[src/rtl/core/bsws_pkg.sv]
// ----------------------------------------------------------------------------
// Bounded stack with search: shared definitions
// Command and status codes, stack depth and the transaction payload types.
// ----------------------------------------------------------------------------
package bsws_pkg;

  localparam int DEPTH  = 8;
  localparam int WORD_W = 32;
  localparam int CNT_W  = 4;
  localparam int DIST_W = 3;

  typedef enum logic [2:0] {
    CMD_PUSH   = 3'd0,
    CMD_POP    = 3'd1,
    CMD_PEEK   = 3'd2,
    CMD_CLEAR  = 3'd3,
    CMD_SEARCH = 3'd4
  } cmd_e;

  typedef enum logic [1:0] {
    ST_OK        = 2'd0,
    ST_OVERFLOW  = 2'd1,
    ST_EMPTY     = 2'd2,
    ST_NOT_FOUND = 2'd3
  } status_e;

  typedef struct packed {
    logic [2:0]               command;
    logic signed [WORD_W-1:0] operand;
  } in_t;

  typedef struct packed {
    logic [1:0]               status;
    logic signed [WORD_W-1:0] top_word;
    logic [DIST_W-1:0]        distance;
    logic [CNT_W-1:0]         count;
    logic                     is_empty;
    logic                     is_full;
  } out_t;

  // Shift control shared by every cell of the row.
  typedef struct packed {
    logic push;
    logic pop;
  } shift_t;

endpackage

[src/rtl/core/bsws_cell.sv]
// ----------------------------------------------------------------------------
// Bounded stack with search: storage cell
// Holds one stack word, shifts with its neighbors, compares against the key.
// ----------------------------------------------------------------------------
module bsws_cell import bsws_pkg::*; (
  input  logic                     clk_i,
  input  shift_t                   shift_i,
  input  logic signed [WORD_W-1:0] above_i,
  input  logic signed [WORD_W-1:0] below_i,
  input  logic signed [WORD_W-1:0] key_i,
  input  logic                     live_i,
  output logic signed [WORD_W-1:0] word_o,
  output logic                     hit_o
);

  logic signed [WORD_W-1:0] word_q, word_d;

  always_comb begin
    word_d = word_q;
    if (shift_i.push) begin
      word_d = above_i;
    end else if (shift_i.pop) begin
      word_d = below_i;
    end
  end

  always_ff @(posedge clk_i) begin
    word_q <= word_d;
  end

  assign word_o = word_q;
  // Match only counts for a cell that holds a live entry.
  assign hit_o  = live_i && (word_q == key_i);

endmodule

[src/rtl/core/bounded_stack_with_search.sv]
// ----------------------------------------------------------------------------
// Bounded stack with search: top level
// LIFO of signed 32-bit words built as a row of shifting cells.
// ----------------------------------------------------------------------------
// Usage:
//   Input channel (in_valid_i / in_ready_o / in_data_i) carries one command
//   and operand per transaction: push, pop, peek, clear or search. Unused
//   command codes act as no-ops with status ok.
//   Output channel (out_valid_o / out_ready_i / out_data_o) returns exactly
//   one result per command: status, peeked word, search distance, and the
//   fill count with empty and full flags after the command.
//   The result is registered and presented in the cycle after the command is taken.
//   Throughput: one command per cycle while results are taken. Cell 0 is
//   the top of the stack; a push or pop shifts the whole row by one cell,
//   and a search compares every cell at once, so nothing iterates.
//   Reset clears the fill count and the output valid flag; the cell words
//   and the result payload are not reset and are never observed until
//   written.
//   When the receiver stalls, the result stays in the output register and
//   in_ready_o drops, so at most one result is ever held.
// ----------------------------------------------------------------------------
module bounded_stack_with_search import bsws_pkg::*; (
  input  logic clk_i,
  input  logic rst_ni,
  input  logic in_valid_i,
  output logic in_ready_o,
  input  in_t  in_data_i,
  output logic out_valid_o,
  input  logic out_ready_i,
  output out_t out_data_o
);

  logic [CNT_W-1:0]         count_q, count_d;
  logic                     out_valid_q, out_valid_d;
  out_t                     out_q, out_d;
  logic                     accept;
  logic                     full, empty;
  shift_t                   shift;
  logic signed [WORD_W-1:0] cell_word [DEPTH];
  logic [DEPTH-1:0]         hit;
  logic                     hit_any;
  logic [DIST_W-1:0]        hit_dist;

  // Take a new command whenever the output register is free or being drained.
  assign in_ready_o = !out_valid_q || out_ready_i;
  assign accept     = in_valid_i && in_ready_o;

  assign full  = (count_q == CNT_W'(DEPTH));
  assign empty = (count_q == '0);

  // Row of cells: cell 0 is the top, pushes move words toward the bottom.
  for (genvar i = 0; i < DEPTH; i++) begin : g_cell
    logic signed [WORD_W-1:0] above, below;
    if (i == 0) begin : g_top
      assign above = in_data_i.operand;
    end else begin : g_mid_above
      assign above = cell_word[i-1];
    end
    if (i == DEPTH-1) begin : g_bottom
      assign below = cell_word[i];
    end else begin : g_mid_below
      assign below = cell_word[i+1];
    end

    bsws_cell u_cell (
      .clk_i   (clk_i),
      .shift_i (shift),
      .above_i (above),
      .below_i (below),
      .key_i   (in_data_i.operand),
      .live_i  (CNT_W'(i) < count_q),
      .word_o  (cell_word[i]),
      .hit_o   (hit[i])
    );
  end

  // Nearest match to the top wins: the lowest cell index that hits.
  always_comb begin
    hit_dist = '0;
    for (int i = DEPTH-1; i >= 0; i--) begin
      if (hit[i]) begin
        hit_dist = DIST_W'(i);
      end
    end
  end
  assign hit_any = |hit;

  // Command decode: shift control, next count and the result word.
  always_comb begin
    shift          = '0;
    count_d        = count_q;
    out_d          = '0;
    out_d.status   = ST_OK;
    unique case (cmd_e'(in_data_i.command))
      CMD_PUSH: begin
        if (full) begin
          out_d.status = ST_OVERFLOW;
        end else begin
          shift.push = accept;
          count_d    = count_q + CNT_W'(1);
        end
      end
      CMD_POP: begin
        if (empty) begin
          out_d.status = ST_EMPTY;
        end else begin
          shift.pop = accept;
          count_d   = count_q - CNT_W'(1);
        end
      end
      CMD_PEEK: begin
        if (empty) begin
          out_d.status = ST_EMPTY;
        end else begin
          out_d.top_word = cell_word[0];
        end
      end
      CMD_CLEAR: begin
        count_d = '0;
      end
      CMD_SEARCH: begin
        if (hit_any) begin
          out_d.distance = hit_dist;
        end else begin
          out_d.status = ST_NOT_FOUND;
        end
      end
      default: begin
        // Unused codes: no-op, status ok.
      end
    endcase
    out_d.count    = count_d;
    out_d.is_empty = (count_d == '0);
    out_d.is_full  = (count_d == CNT_W'(DEPTH));
  end

  // Hold a stalled result; drop it once taken with nothing new behind it.
  always_comb begin
    out_valid_d = out_valid_q;
    if (accept) begin
      out_valid_d = 1'b1;
    end else if (out_ready_i) begin
      out_valid_d = 1'b0;
    end
  end

  always_ff @(posedge clk_i or negedge rst_ni) begin
    if (!rst_ni) begin
      count_q     <= '0;
      out_valid_q <= 1'b0;
    end else begin
      out_valid_q <= out_valid_d;
      if (accept) begin
        count_q <= count_d;
      end
    end
  end

  always_ff @(posedge clk_i) begin
    if (accept) begin
      out_q <= out_d;
    end
  end

  assign out_valid_o = out_valid_q;
  assign out_data_o  = out_q;

`ifndef SYNTHESIS
  a_count_bound: assert property (@(posedge clk_i) disable iff (!rst_ni)
    count_q <= CNT_W'(DEPTH))
    else $error("fill count beyond depth");

  a_push_grows: assert property (@(posedge clk_i) disable iff (!rst_ni)
    accept && (in_data_i.command == CMD_PUSH) && !full
    |=> count_q == $past(count_q) + CNT_W'(1))
    else $error("push did not grow the stack");

  a_flags_match: assert property (@(posedge clk_i) disable iff (!rst_ni)
    out_valid_o |-> (out_data_o.is_empty == (out_data_o.count == '0)) &&
                    (out_data_o.is_full == (out_data_o.count == CNT_W'(DEPTH))))
    else $error("empty/full flags disagree with count");

  a_miss_no_dist: assert property (@(posedge clk_i) disable iff (!rst_ni)
    out_valid_o && (out_data_o.status == ST_NOT_FOUND) |-> out_data_o.distance == '0)
    else $error("search miss with nonzero distance");
`endif

endmodule
[config.mk]
export PLATFORM = sky130hd
export DESIGN_NAME = bounded_stack_with_search
export DESIGN_NICKNAME = d
export VERILOG_FILES = /design/src/rtl/core/bsws_pkg.sv /design/src/rtl/core/bsws_cell.sv /design/src/rtl/core/bounded_stack_with_search.sv
export SDC_FILE = /design/constraint.sdc
export NUM_CORES = 1
export LEC_CHECK = 0
export BUFFER_PORTS_ARGS = -buffer_cell sky130_fd_sc_hd__buf_4
export CAP_MARGIN = 20
export CORE_ASPECT_RATIO = 0.9
export CORE_MARGIN = 2
export CORE_UTILIZATION = 30
export DETAILED_ROUTE_END_ITERATION = 7
export GPL_ROUTABILITY_DRIVEN = 0
export PLACE_DENSITY = 0.5
export SLEW_MARGIN = 0
export SYNTH_ARGS = -nofsm -noshare
export SYNTH_HDL_FRONTEND = slang
export SYNTH_SLANG_ARGS = --single-unit
export TNS_END_PERCENT = 1
[constraint.sdc]
create_clock -name clk_i -period 12.79 [get_ports clk_i]
set_clock_uncertainty 0.1 [all_clocks]
set_input_delay 3.837 -clock clk_i [delete_from_list [all_inputs] [get_ports clk_i]]
set_output_delay 3.837 -clock clk_i [all_outputs]
set_load 0.01 [all_outputs]
==> results of run 1 <==
## layout make-up
class	instances	area, sq um	area share (%)
Clock inverter	19	189	1.03
Sequential cell	304	9100	49.6
Clock buffer	47	1020	5.53
Timing Repair Buffer	91	696	3.79
Inverter	7	26.3	0.143
Multi-Input combinational cell	755	6470	35.2
Tap cell	697	872	4.75
## cell families (layout without fill, tap and decap cells)
kind of cell,count (synthesis),after routing,share of synthesized area [%]
AO/OA/AOI/OAI,32,32,1.45
XOR/XNOR,257,257,14.1
adder cells (fa/ha/maj),3,3,0.236
buffers and inverters,73,164,2.39
flip-flops,304,304,57.1
multiplexers,227,227,16.0
AND/OR/NAND/NOR,236,236,8.64
## synth_stat cells (2+ instances only)
cell | instances | share of area, %
edfxtp_1 | 299 | 56
mux2_1 | 222 | 16
xor2_1 | 129 | 7.1
xnor2_1 | 128 | 7.0
nor4_1 | 57 | 2.2
nand4_1 | 39 | 1.5
buf_2 | 38 | 1.2
and2_1 | 33 | 1.3
nand2_1 | 26 | 0.61
nor2_1 | 25 | 0.59
clkbuf_1 | 19 | 0.45
nand3_1 | 17 | 0.53
nor3_1 | 13 | 0.41
a21oi_1 | 8 | 0.25
buf_6 | 7 | 0.49
inv_1 | 7 | 0.16
and4_1 | 5 | 0.27
dfrtp_1 | 5 | 0.78
mux2_2 | 5 | 0.35
nor4b_1 | 4 | 0.22
and3_1 | 3 | 0.12
ha_1 | 3 | 0.24
nand2b_1 | 3 | 0.12
a311o_1 | 2 | 0.13
a31oi_1 | 2 | 0.078
a32oi_1 | 2 | 0.11
buf_4 | 2 | 0.094
nor3b_1 | 2 | 0.094
o21ai_0 | 2 | 0.063
o22ai_1 | 2 | 0.078
or4_1 | 2 | 0.094
## per-layer routing
| metal | track usage (%) | part of all wire (%) |
|---|---|---|
| met3 | 3.44 | 5.7 |
| met4 | 5.31 | 2.7 |
| met5 | 0 | 0 |
| met2 | 25.5 | 44 |
| met1 | 24.6 | 47 |
## per-stage QoR
step | util (%) | instance area [sq um] | setup slack [ns] | power (mW)
3_3_place_gp | 32.5 | 17200 | 4.59 | 1.55
2_1_floorplan | - | 15900 | 1.71 | 1.42
5_1_grt | 34.8 | 18400 | 4.58 | 2.70
3_5_place_dp | 32.5 | 17200 | 4.59 | 1.56
4_1_cts | 34.8 | 18400 | 4.59 | 2.63
6_report | 34.8 | 18400 | 4.60 | 2.60
## flip-flops by register name (all words and copies together) (netlist names)
register / count
count_q: 4
out_data_o: 43
out_valid_o: 1
g_cell.u_cell.word_o: 256
## power by group
group / total, mW / internal, mW / switching [mW] / leakage (nW)
clock network: 1.06 / 0.641 / 0.421 / 0.585
logic: 0.332 / 0.118 / 0.214 / 2.61
registers: 1.21 / 1.16 / 0.0492 / 2.81
total: 2.60 / 1.92 / 0.684 / 6.01
## how the worst min path moves through the flow
stage	from	end	slack [ns]	depth (start not counted)
after detailed placement	g_cell[6].u_cell.word_o[25]$_DFFE_PP_	g_cell[7].u_cell.word_o[25]$_DFFE_PP_	0.39	0
after global placement	g_cell[6].u_cell.word_o[21]$_DFFE_PP_	g_cell[7].u_cell.word_o[21]$_DFFE_PP_	0.38	0
after global routing	g_cell[6].u_cell.word_o[28]$_DFFE_PP_	g_cell[7].u_cell.word_o[28]$_DFFE_PP_	0.41	0
final	g_cell[6].u_cell.word_o[31]$_DFFE_PP_	g_cell[7].u_cell.word_o[31]$_DFFE_PP_	0.41	0
after CTS	g_cell[6].u_cell.word_o[27]$_DFFE_PP_	g_cell[7].u_cell.word_o[27]$_DFFE_PP_	0.41	0
after floorplan	g_cell[6].u_cell.word_o[0]$_DFFE_PP_	g_cell[7].u_cell.word_o[0]$_DFFE_PP_	0.36	0
==> results.py, run 1 <==
metrics = {
    "outcome": {
        "status": "finished, final reports clean",
    },
    "synth": {
        "synth_flop_cell": "edfxtp_1",
        "synth_edf_count": 299,
        "netlist_area_sq_um": 15900,
        "synth_cells": 1132,
        "async_reset_ff_share_pct": 1.64,
        "seq_area_frac_synth_pct": 57.1,
        "syn_area_per_cell_sq_um": 14.1,
        "yosysUniqueCellTypes": 52,
        "ys.warnings.count": 0,
        "synth-seq-cells": 304,
        "syn-num-nets": 1174,
    },
    "cts": {
        "cts_tree": "yes",
        "root_buffer": "clkbuf_16",
        "cts_setup_buffers": 0,
        "cts_buffers": 37,
        "path_clk_slew_ns": 0.06,
        "cts.sinks": 304,
        "htree_levels": 2,
        "postCtsHoldBufs": 0,
        "cts_buffer_depth": 3,
        "cts_resized": 0,
        "clk_latency_ns": 0.55,
    },
    "die": {
        "num_rows": 80,
        "pin_count": 84,
        "fp.dieH_microns": 223,
        "core_sq_um": 52800,
        "die_x_microns": 247,
        "initial_core_util_pct": 30.2,
        "die-area_sq_um": 55000,
    },
    "placed_design": {
        "portBuffers": 83,
        "dpl.cell_count": 1854,
        "hpwl_microns": 35000,
    },
    "setup_path": {
        "path_common_cell": "buf_4",
        "crit_family": "buffers and inverters",
        "path_cells": "buf_4 > nand2b_1 > buf_4",
        "worstSetupPathType": "primary input to output port",
        "path_max_fanout": 3,
        "worst_ep_arrival_time_ns": 4.26,
        "cp-endpoint": "in_ready_o",
        "worstSetupStartpointType": "primary input",
        "rr_worst_depth": 6,
        "r2r-start": "count_q[3]$_DFFE_PN0P_",
        "end_kind": "output port",
        "cp_num_buf_inv": 2,
        "path_depth": 3,
        "worstReg2RegEnd": "g_cell[3].u_cell.word_o[18]$_DFFE_PP_",
        "critPathSlowestCell": "nand2b_1",
        "worstPathRequired_ns": 8.85,
        "crit_path_start": "out_ready_i",
        "critPathMaxStageDelay_ns": 0.16,
        "rrSetupSlack_ns": 8.55,
    },
    "routing": {
        "wirelength_microns": 47000,
        "firstDrtPassIters": 5,
        "drc": 0,
        "drtAntennaViolNets": 0,
        "drt_iter0_drc": 950,
        "post_drt_wl_per_cell_microns": 24.5,
        "vias_per_cell": 5.05,
        "via_count": 9695,
    },
    "grt": {
        "grt_pass1_wl_microns": 67500,
        "antenna_found_initial": 0,
        "grt-ovfl-total": 0,
        "grt_use_total_pct": 17.0,
        "grt_max_degree": 182,
        "first_global_vias": 9575,
    },
    "power_and_ir_drop": {
        "power_leakage_nw": 6.01,
        "powerDensity_nw_per_um2": 142,
        "ir_drop_v": 0.0000983,
    },
    "sta": {
        "layout_worst_path_cycle_share_pct": 64.1,
        "fmax_ghz": 0.122,
        "rsz0062_at_grt": "false",
        "fin_crit_ns": 8.19,
        "tns_ns": 0,
        "worstMarginPinSlew_ns": 1.10,
        "holdWs_ns": 0.405,
        "final_max_slew_viol_count": 0,
        "setup_viol": 0,
        "slew_headroom_pct": 26.6,
        "final-hold-violation-count": 0,
    },
    "flow_run": {
        "drv_cap": 0,
    },
    "layout": {
        "antenna_cells": 0,
        "final_cells": 1920,
        "syn_to_final_growth_pct": 15.3,
        "nFillCells": 5150,
        "nets": 1238,
        "drive_gt1_share_pct": 12.5,
        "layout_commonest_cell": "edfxtp_1",
        "mostFrequentLayoutCells": "299 x edfxtp_1, 222 x mux2_1, 129 x xor2_1, 128 x xnor2_1, 90 x buf_4",
    },
    "worst_hold_path": {
        "hold_class": "flip-flop to flip-flop",
    },
}
(Power assumes the default switching activity.)
==> run 2: changes to the inputs <==
- clock period: 12.79 -> 7.9 ns (I/O delays scaled with it)
==> run 2 against run 1 <==
  * First-iteration DRC count is 14% lower
  * Critical endpoint unchanged
  * Highest routed layer unchanged
  * Setup slack worse by 2.0 ns
  * Sequential cell count stayed put
  * Routed wire length is 1.1% lower
==> results.py, run 2 (synthesis gave the netlist of run 1 again) <==
metrics = {
    "outcome": {
        "status": "finished, final reports clean",
    },
    "grt": {
        "grt_use_total_pct": 16.8,
        "first_global_vias": 9469,
        "antenna_found_initial": 0,
        "grt_max_degree": 153,
        "grt-ovfl-total": 0,
        "grt_pass1_wl_microns": 66500,
    },
    "power_and_ir_drop": {
        "power_leakage_nw": 5.93,
        "seqPwrFrac_pct": 48.4,
        "powerDensity_nw_per_um2": 221,
        "ir_drop_v": 0.000170,
        "p_clk_share_pct": 38.3,
        "switchingPower_mw": 1.08,
        "combPwrFrac_pct": 13.4,
        "intPower_mw": 2.95,
        "switching_share_pct": 26.8,
    },
    "routing": {
        "vias_per_cell": 5.00,
        "drc": 0,
        "firstDrtPassIters": 5,
        "via_count": 9560,
        "post_drt_wl_per_cell_microns": 24.3,
        "drtAntennaViolNets": 0,
        "drt_iter0_drc": 817,
        "wirelength_microns": 46500,
    },
    "setup_path": {
        "worstPathRequired_ns": 5.43,
        "path_depth": 3,
        "crit_path_start": "out_ready_i",
        "critPathSlowestCell": "nand2b_1",
        "rrSetupSlack_ns": 4.31,
        "r2r-start": "count_q[3]$_DFFE_PN0P_",
        "worst_ep_arrival_time_ns": 2.79,
        "worstReg2RegEnd": "g_cell[5].u_cell.word_o[23]$_DFFE_PP_",
        "crit_family": "buffers and inverters",
        "worstSetupPathType": "primary input to output port",
        "path_cells": "buf_4 > nand2b_1 > buf_4",
        "rr_worst_depth": 5,
        "critPathMaxStageDelay_ns": 0.16,
        "path_common_cell": "buf_4",
        "end_kind": "output port",
        "cp_num_buf_inv": 2,
        "path_max_fanout": 3,
        "worstSetupStartpointType": "primary input",
    },
    "sta": {
        "setup_slack_ns": 2.64,
        "tns_ns": 0,
        "fmax_ghz": 0.190,
        "rsz0062_at_grt": "false",
        "final_max_slew_viol_count": 0,
        "slew_headroom_pct": 29.9,
        "layout_worst_path_cycle_share_pct": 66.6,
        "fin_crit_ns": 5.26,
        "final-hold-violation-count": 0,
        "worstMarginPinSlew_ns": 1.05,
        "setup_viol": 0,
    },
    "die": {
        "fp.dieH_microns": 223,
        "die_x_microns": 247,
        "initial_core_util_pct": 30.2,
        "pin_count": 84,
        "core_sq_um": 52800,
        "num_rows": 80,
        "die-area_sq_um": 55000,
    },
    "cts": {
        "cts_buffers": 36,
        "cts.sinks": 304,
        "cts_resized": 0,
        "path_clk_slew_ns": 0.06,
        "postCtsHoldBufs": 0,
        "cts_buffer_depth": 3,
        "clk_latency_ns": 0.54,
        "htree_levels": 2,
        "cts_tree": "yes",
        "root_buffer": "clkbuf_16",
        "cts_setup_buffers": 0,
    },
    "layout": {
        "largest_register_ffs": 256,
        "nets": 1236,
        "syn_to_final_growth_pct": 14.4,
        "mostFrequentLayoutCells": "299 x edfxtp_1, 222 x mux2_1, 129 x xor2_1, 128 x xnor2_1, 87 x buf_4",
        "layout_commonest_cell": "edfxtp_1",
        "final_area_sq_um": 18200,
        "antenna_cells": 0,
        "drive_gt1_share_pct": 12.0,
    },
    "worst_hold_path": {
        "hold_class": "flip-flop to flip-flop",
        "min_path_cells": 0,
        "hold_end": "g_cell[7].u_cell.word_o[22]$_DFFE_PP_",
        "holdCritStartpoint": "g_cell[6].u_cell.word_o[22]$_DFFE_PP_",
    },
    "placed_design": {
        "portBuffers": 83,
        "place_ws_ns": 2.64,
        "hpwl_microns": 34900,
        "place_area_sq_um": 17200,
    },
    "flow_run": {
        "drv_cap": 0,
    },
}
[run 2: cell types whose count changed in the layout (fill, tap and decap cells not counted)]
cell        change
clkinvlp_4      +1
clkbuf_8        -1
buf_4           -3
clkinv_1        -4
buf_12          +2
inv_6           -1
bufinv_16       -3
clkbuf_1        +3
clkbuf_16       -2
[run 2: stage by stage]
stage	instances	util, %	hold slack [ns]	power [mW]
after global placement	1853	32.6	0.376	2.52
after global routing	1912	34.6	0.409	4.19
final	1912	34.6	0.395	4.03
after CTS	1912	34.6	0.396	4.08
after detailed placement	1853	32.6	0.381	2.52
after floorplan	1132	-	0.363	2.30
[run 2: worst register-to-register path: stages (launching register included)]
cell and delay, ns:
dfrtp_1 0.67, nor2_1 0.27, and2_1 0.37, a21oi_1 0.20
and3_4 0.79, buf_4 0.75
[run 2: power by group through the flow]
stage | clock, mW | sequential, mW | combinational [mW]
finish | 1.54 | 1.95 | 0.539
global route | 1.65 | 1.96 | 0.576
CTS | 1.59 | 1.95 | 0.539
detailed placement | 0 | 1.98 | 0.536
global placement | 0 | 1.98 | 0.534
floorplan | 0 | 1.96 | 0.334
[run 2: metal layers]
layer	GRT usage, %	vias up	wire length [microns]
met2	24.5	314	20100
li1	-	4363	-
met1	24.6	4794	22100
met5	0	-	0
met4	6.51	0	1660
met3	2.95	89	2640
[run 2: final cells by class]
cell class / count / area (sq um)
Multi-Input combinational cell: 755 / 6470
Clock inverter: 12 / 82.6
Clock buffer: 47 / 963
Timing Repair Buffer: 90 / 713
Fill cell: 5139 / 34500
Sequential cell: 304 / 9100
Tap cell: 697 / 872
Inverter: 7 / 26.3
[run 2: how the worst max path moves through the flow]
stage / to / slack [ns]
floorplan: g_cell[0].u_cell.word_o[0]$_DFFE_PP_ / 0.80
global placement: in_ready_o / 2.63
detailed placement: in_ready_o / 2.64
CTS: in_ready_o / 2.63
global route: in_ready_o / 2.61
finish: in_ready_o / 2.64
==> run 3: changes to the inputs <==
- PLACE_DENSITY: 0.5 -> 0.52
- clock period: 7.9 -> 4.4 ns (I/O delays scaled with it)
==> run 3 against run 2 <==
  * Critical path type is now flip-flop to flip-flop
  * Setup slack got worse by 1.6 ns
  * Final area increased by 1.6%
  * Die area unchanged
  * Sequential power increased by 79%
  * Core utilization increased by 0.55 points
  * Clock power increased by 97%
  * Total power increased by 87%
  * Largest cell class unchanged
  * Final cell count increased by 0.73%
  * Global-route usage increased by 0.46 points
  * Routed wire length increased by 2.1%
==> results.py, run 3 (synthesis gave the netlist of run 1 again) <==
metrics = {
    "sta": {
        "final_max_slew_viol_count": 0,
        "fin_crit_ns": 3.40,
        "setup_slack_ns": 0.999,
        "holdWs_ns": 0.391,
        "slew_headroom_pct": 45.9,
        "tns_ns": 0,
        "setup_viol": 0,
        "worstMarginPinSlew_ns": 0.804,
        "fmax_ghz": 0.294,
        "final-hold-violation-count": 0,
        "layout_worst_path_cycle_share_pct": 77.3,
        "rsz0062_at_grt": "false",
    },
    "cts": {
        "cts_buffer_depth": 3,
        "cts_resized": 0,
        "htree_levels": 2,
        "cts_setup_buffers": 0,
        "postCtsHoldBufs": 0,
        "root_buffer": "clkbuf_16",
        "cts_buffers": 37,
        "path_clk_slew_ns": 0.06,
        "cts.sinks": 304,
        "cts_tree": "yes",
        "clk_latency_ns": 0.55,
    },
    "grt": {
        "antenna_found_initial": 0,
        "grt-ovfl-total": 0,
        "grt_use_total_pct": 17.3,
        "grt_pass1_wl_microns": 69000,
        "grt_max_degree": 84,
        "first_global_vias": 9860,
    },
    "routing": {
        "vias_per_cell": 5.07,
        "wl_met1_microns": 22400,
        "via_count": 9761,
        "drc": 0,
        "firstDrtPassIters": 8,
        "drt_iter0_drc": 914,
        "routed.top_layer": "met4",
        "drtAntennaViolNets": 0,
        "post_drt_wl_per_cell_microns": 24.6,
        "wirelength_microns": 47400,
        "wl_met2_microns": 20400,
        "wl_met3_microns": 2820,
    },
    "power_and_ir_drop": {
        "intPower_mw": 5.56,
        "switching_share_pct": 26.3,
        "powerDensity_nw_per_um2": 407,
        "ir_drop_v": 0.000238,
        "seqPwrFrac_pct": 46.4,
        "power_leakage_nw": 6.07,
        "combPwrFrac_pct": 13.3,
        "switchingPower_mw": 1.99,
        "p_clk_share_pct": 40.3,
    },
    "setup_path": {
        "path_cells": "inv_1 > ha_1 > nor2b_1 > o2111ai_1 > or4b_4 > nor4_4 > nor4bb_2 > nand4_1 > a2bb2o_1",
        "worst_ep_arrival_time_ns": 3.60,
        "critPathMaxStageDelay_ns": 0.58,
        "worstSetupPathType": "flip-flop to flip-flop",
        "worstReg2RegEnd": "out_data_o[41]$_DFFE_PP_",
        "path_max_fanout": 10,
        "rr_worst_depth": 9,
        "cp_num_buf_inv": 1,
        "r2r-start": "count_q[0]$_DFFE_PN0P_",
        "end_kind": "flip-flop",
        "critPathSlowestCell": "or4b_4",
        "worstPathRequired_ns": 4.60,
        "crit_family": "simple AND/OR/NAND/NOR gates",
        "worstSetupStartpointType": "flip-flop",
        "rrSetupSlack_ns": 1.0,
    },
    "layout": {
        "nets": 1248,
        "final_cells": 1926,
        "final_area_sq_um": 18500,
        "antenna_cells": 0,
        "nFillCells": 5081,
        "multi_input_area_sq_um": 6480,
        "layout_commonest_cell": "edfxtp_1",
        "seq_area_sq_um": 9100,
        "syn_to_final_growth_pct": 16.2,
        "drive_gt1_share_pct": 13.4,
        "largest_register_ffs": 256,
        "mostFrequentLayoutCells": "299 x edfxtp_1, 222 x mux2_1, 129 x xor2_1, 128 x xnor2_1, 92 x buf_4",
    },
    "worst_hold_path": {
        "hold_end": "g_cell[7].u_cell.word_o[16]$_DFFE_PP_",
        "min_path_cells": 0,
        "hold_class": "flip-flop to flip-flop",
        "holdCritStartpoint": "g_cell[6].u_cell.word_o[16]$_DFFE_PP_",
    },
    "placed_design": {
        "dpl.cell_count": 1864,
        "place_area_sq_um": 17400,
        "hpwl_microns": 35700,
        "place_ws_ns": 0.600,
        "portBuffers": 83,
    },
    "die": {
        "die-area_sq_um": 55000,
        "die_x_microns": 247,
        "initial_core_util_pct": 30.2,
        "num_rows": 80,
        "pin_count": 84,
        "core_sq_um": 52800,
        "fp.dieH_microns": 223,
    },
    "flow_run": {
        "drv_cap": 0,
    },
    "outcome": {
        "status": "finished, final reports clean",
    },
}
==> run 3: changes by cell type in the layout (fill, tap and decap cells not counted), sizes merged <==
cell    previous run  this run
bufinv             1         5
buf               90       101
clkbuf            47        46
==> run 3: power groups by stage <==
| stage | registers [mW] | logic (mW) | clock network [mW] |
|---|---|---|---|
| finish | 3.50 | 1.00 | 3.04 |
| global route | 3.52 | 1.07 | 3.24 |
| CTS | 3.50 | 1.00 | 3.14 |
| detailed placement | 3.56 | 0.997 | 0 |
| global placement | 3.56 | 0.990 | 0 |
| floorplan | 3.52 | 0.602 | 0 |
==> run 3: worst max path at each step <==
stage                                       from                              endpoint  slack (ns)  depth (start not counted)
final                     count_q[0]$_DFFE_PN0P_              out_data_o[41]$_DFFE_PP_         1.0                          9
after global routing      count_q[0]$_DFFE_PN0P_              out_data_o[41]$_DFFE_PP_        0.90                          9
after CTS                 count_q[0]$_DFFE_PN0P_              out_data_o[41]$_DFFE_PP_        1.10                          9
after detailed placement           in_data_i[27]              out_data_o[41]$_DFFE_PP_        0.60                          8
after global placement             in_data_i[11]              out_data_o[41]$_DFFE_PP_        0.56                          8
after floorplan                      out_ready_i  g_cell[0].u_cell.word_o[0]$_DFFE_PP_        0.06                          4
==> run 3: worst register-to-register path, delay by kind of cell (launching register included) <==
family	cells	cell delay, ns
and+or+nand+nor	5	1.63
DFF	1	0.54
AOI/OAI and AO/OA	2	0.49
adders and majority gates	1	0.27
buffers and inverters	1	0.11
==> run 3: final cells by class <==
type                            count  share of cell area, %
Timing Repair Buffer              101                   4.70
Tap cell                          697                   4.71
Multi-Input combinational cell    755                   35.0
Sequential cell                   304                   49.1
Clock buffer                       46                   5.18
Inverter                            7                  0.162
Clock inverter                     16                   1.11
==> run 3: through the flow <==
step           power (mW)  utilization [%]
2_1_floorplan        4.12                -
3_3_place_gp         4.55             32.9
3_5_place_dp         4.56             32.9
4_1_cts              7.65             35.1
5_1_grt              7.83             35.1
6_report             7.55             35.1
==> run 3: metal layers <==
| metal | global-route usage (%) | up-vias |
|---|---|---|
| li1 | - | 4390 |
| met1 | 24.7 | 4940 |
| met2 | 25.6 | 330 |
| met3 | 3.20 | 101 |
| met4 | 6.86 | 0 |
| met5 | 0 | - |
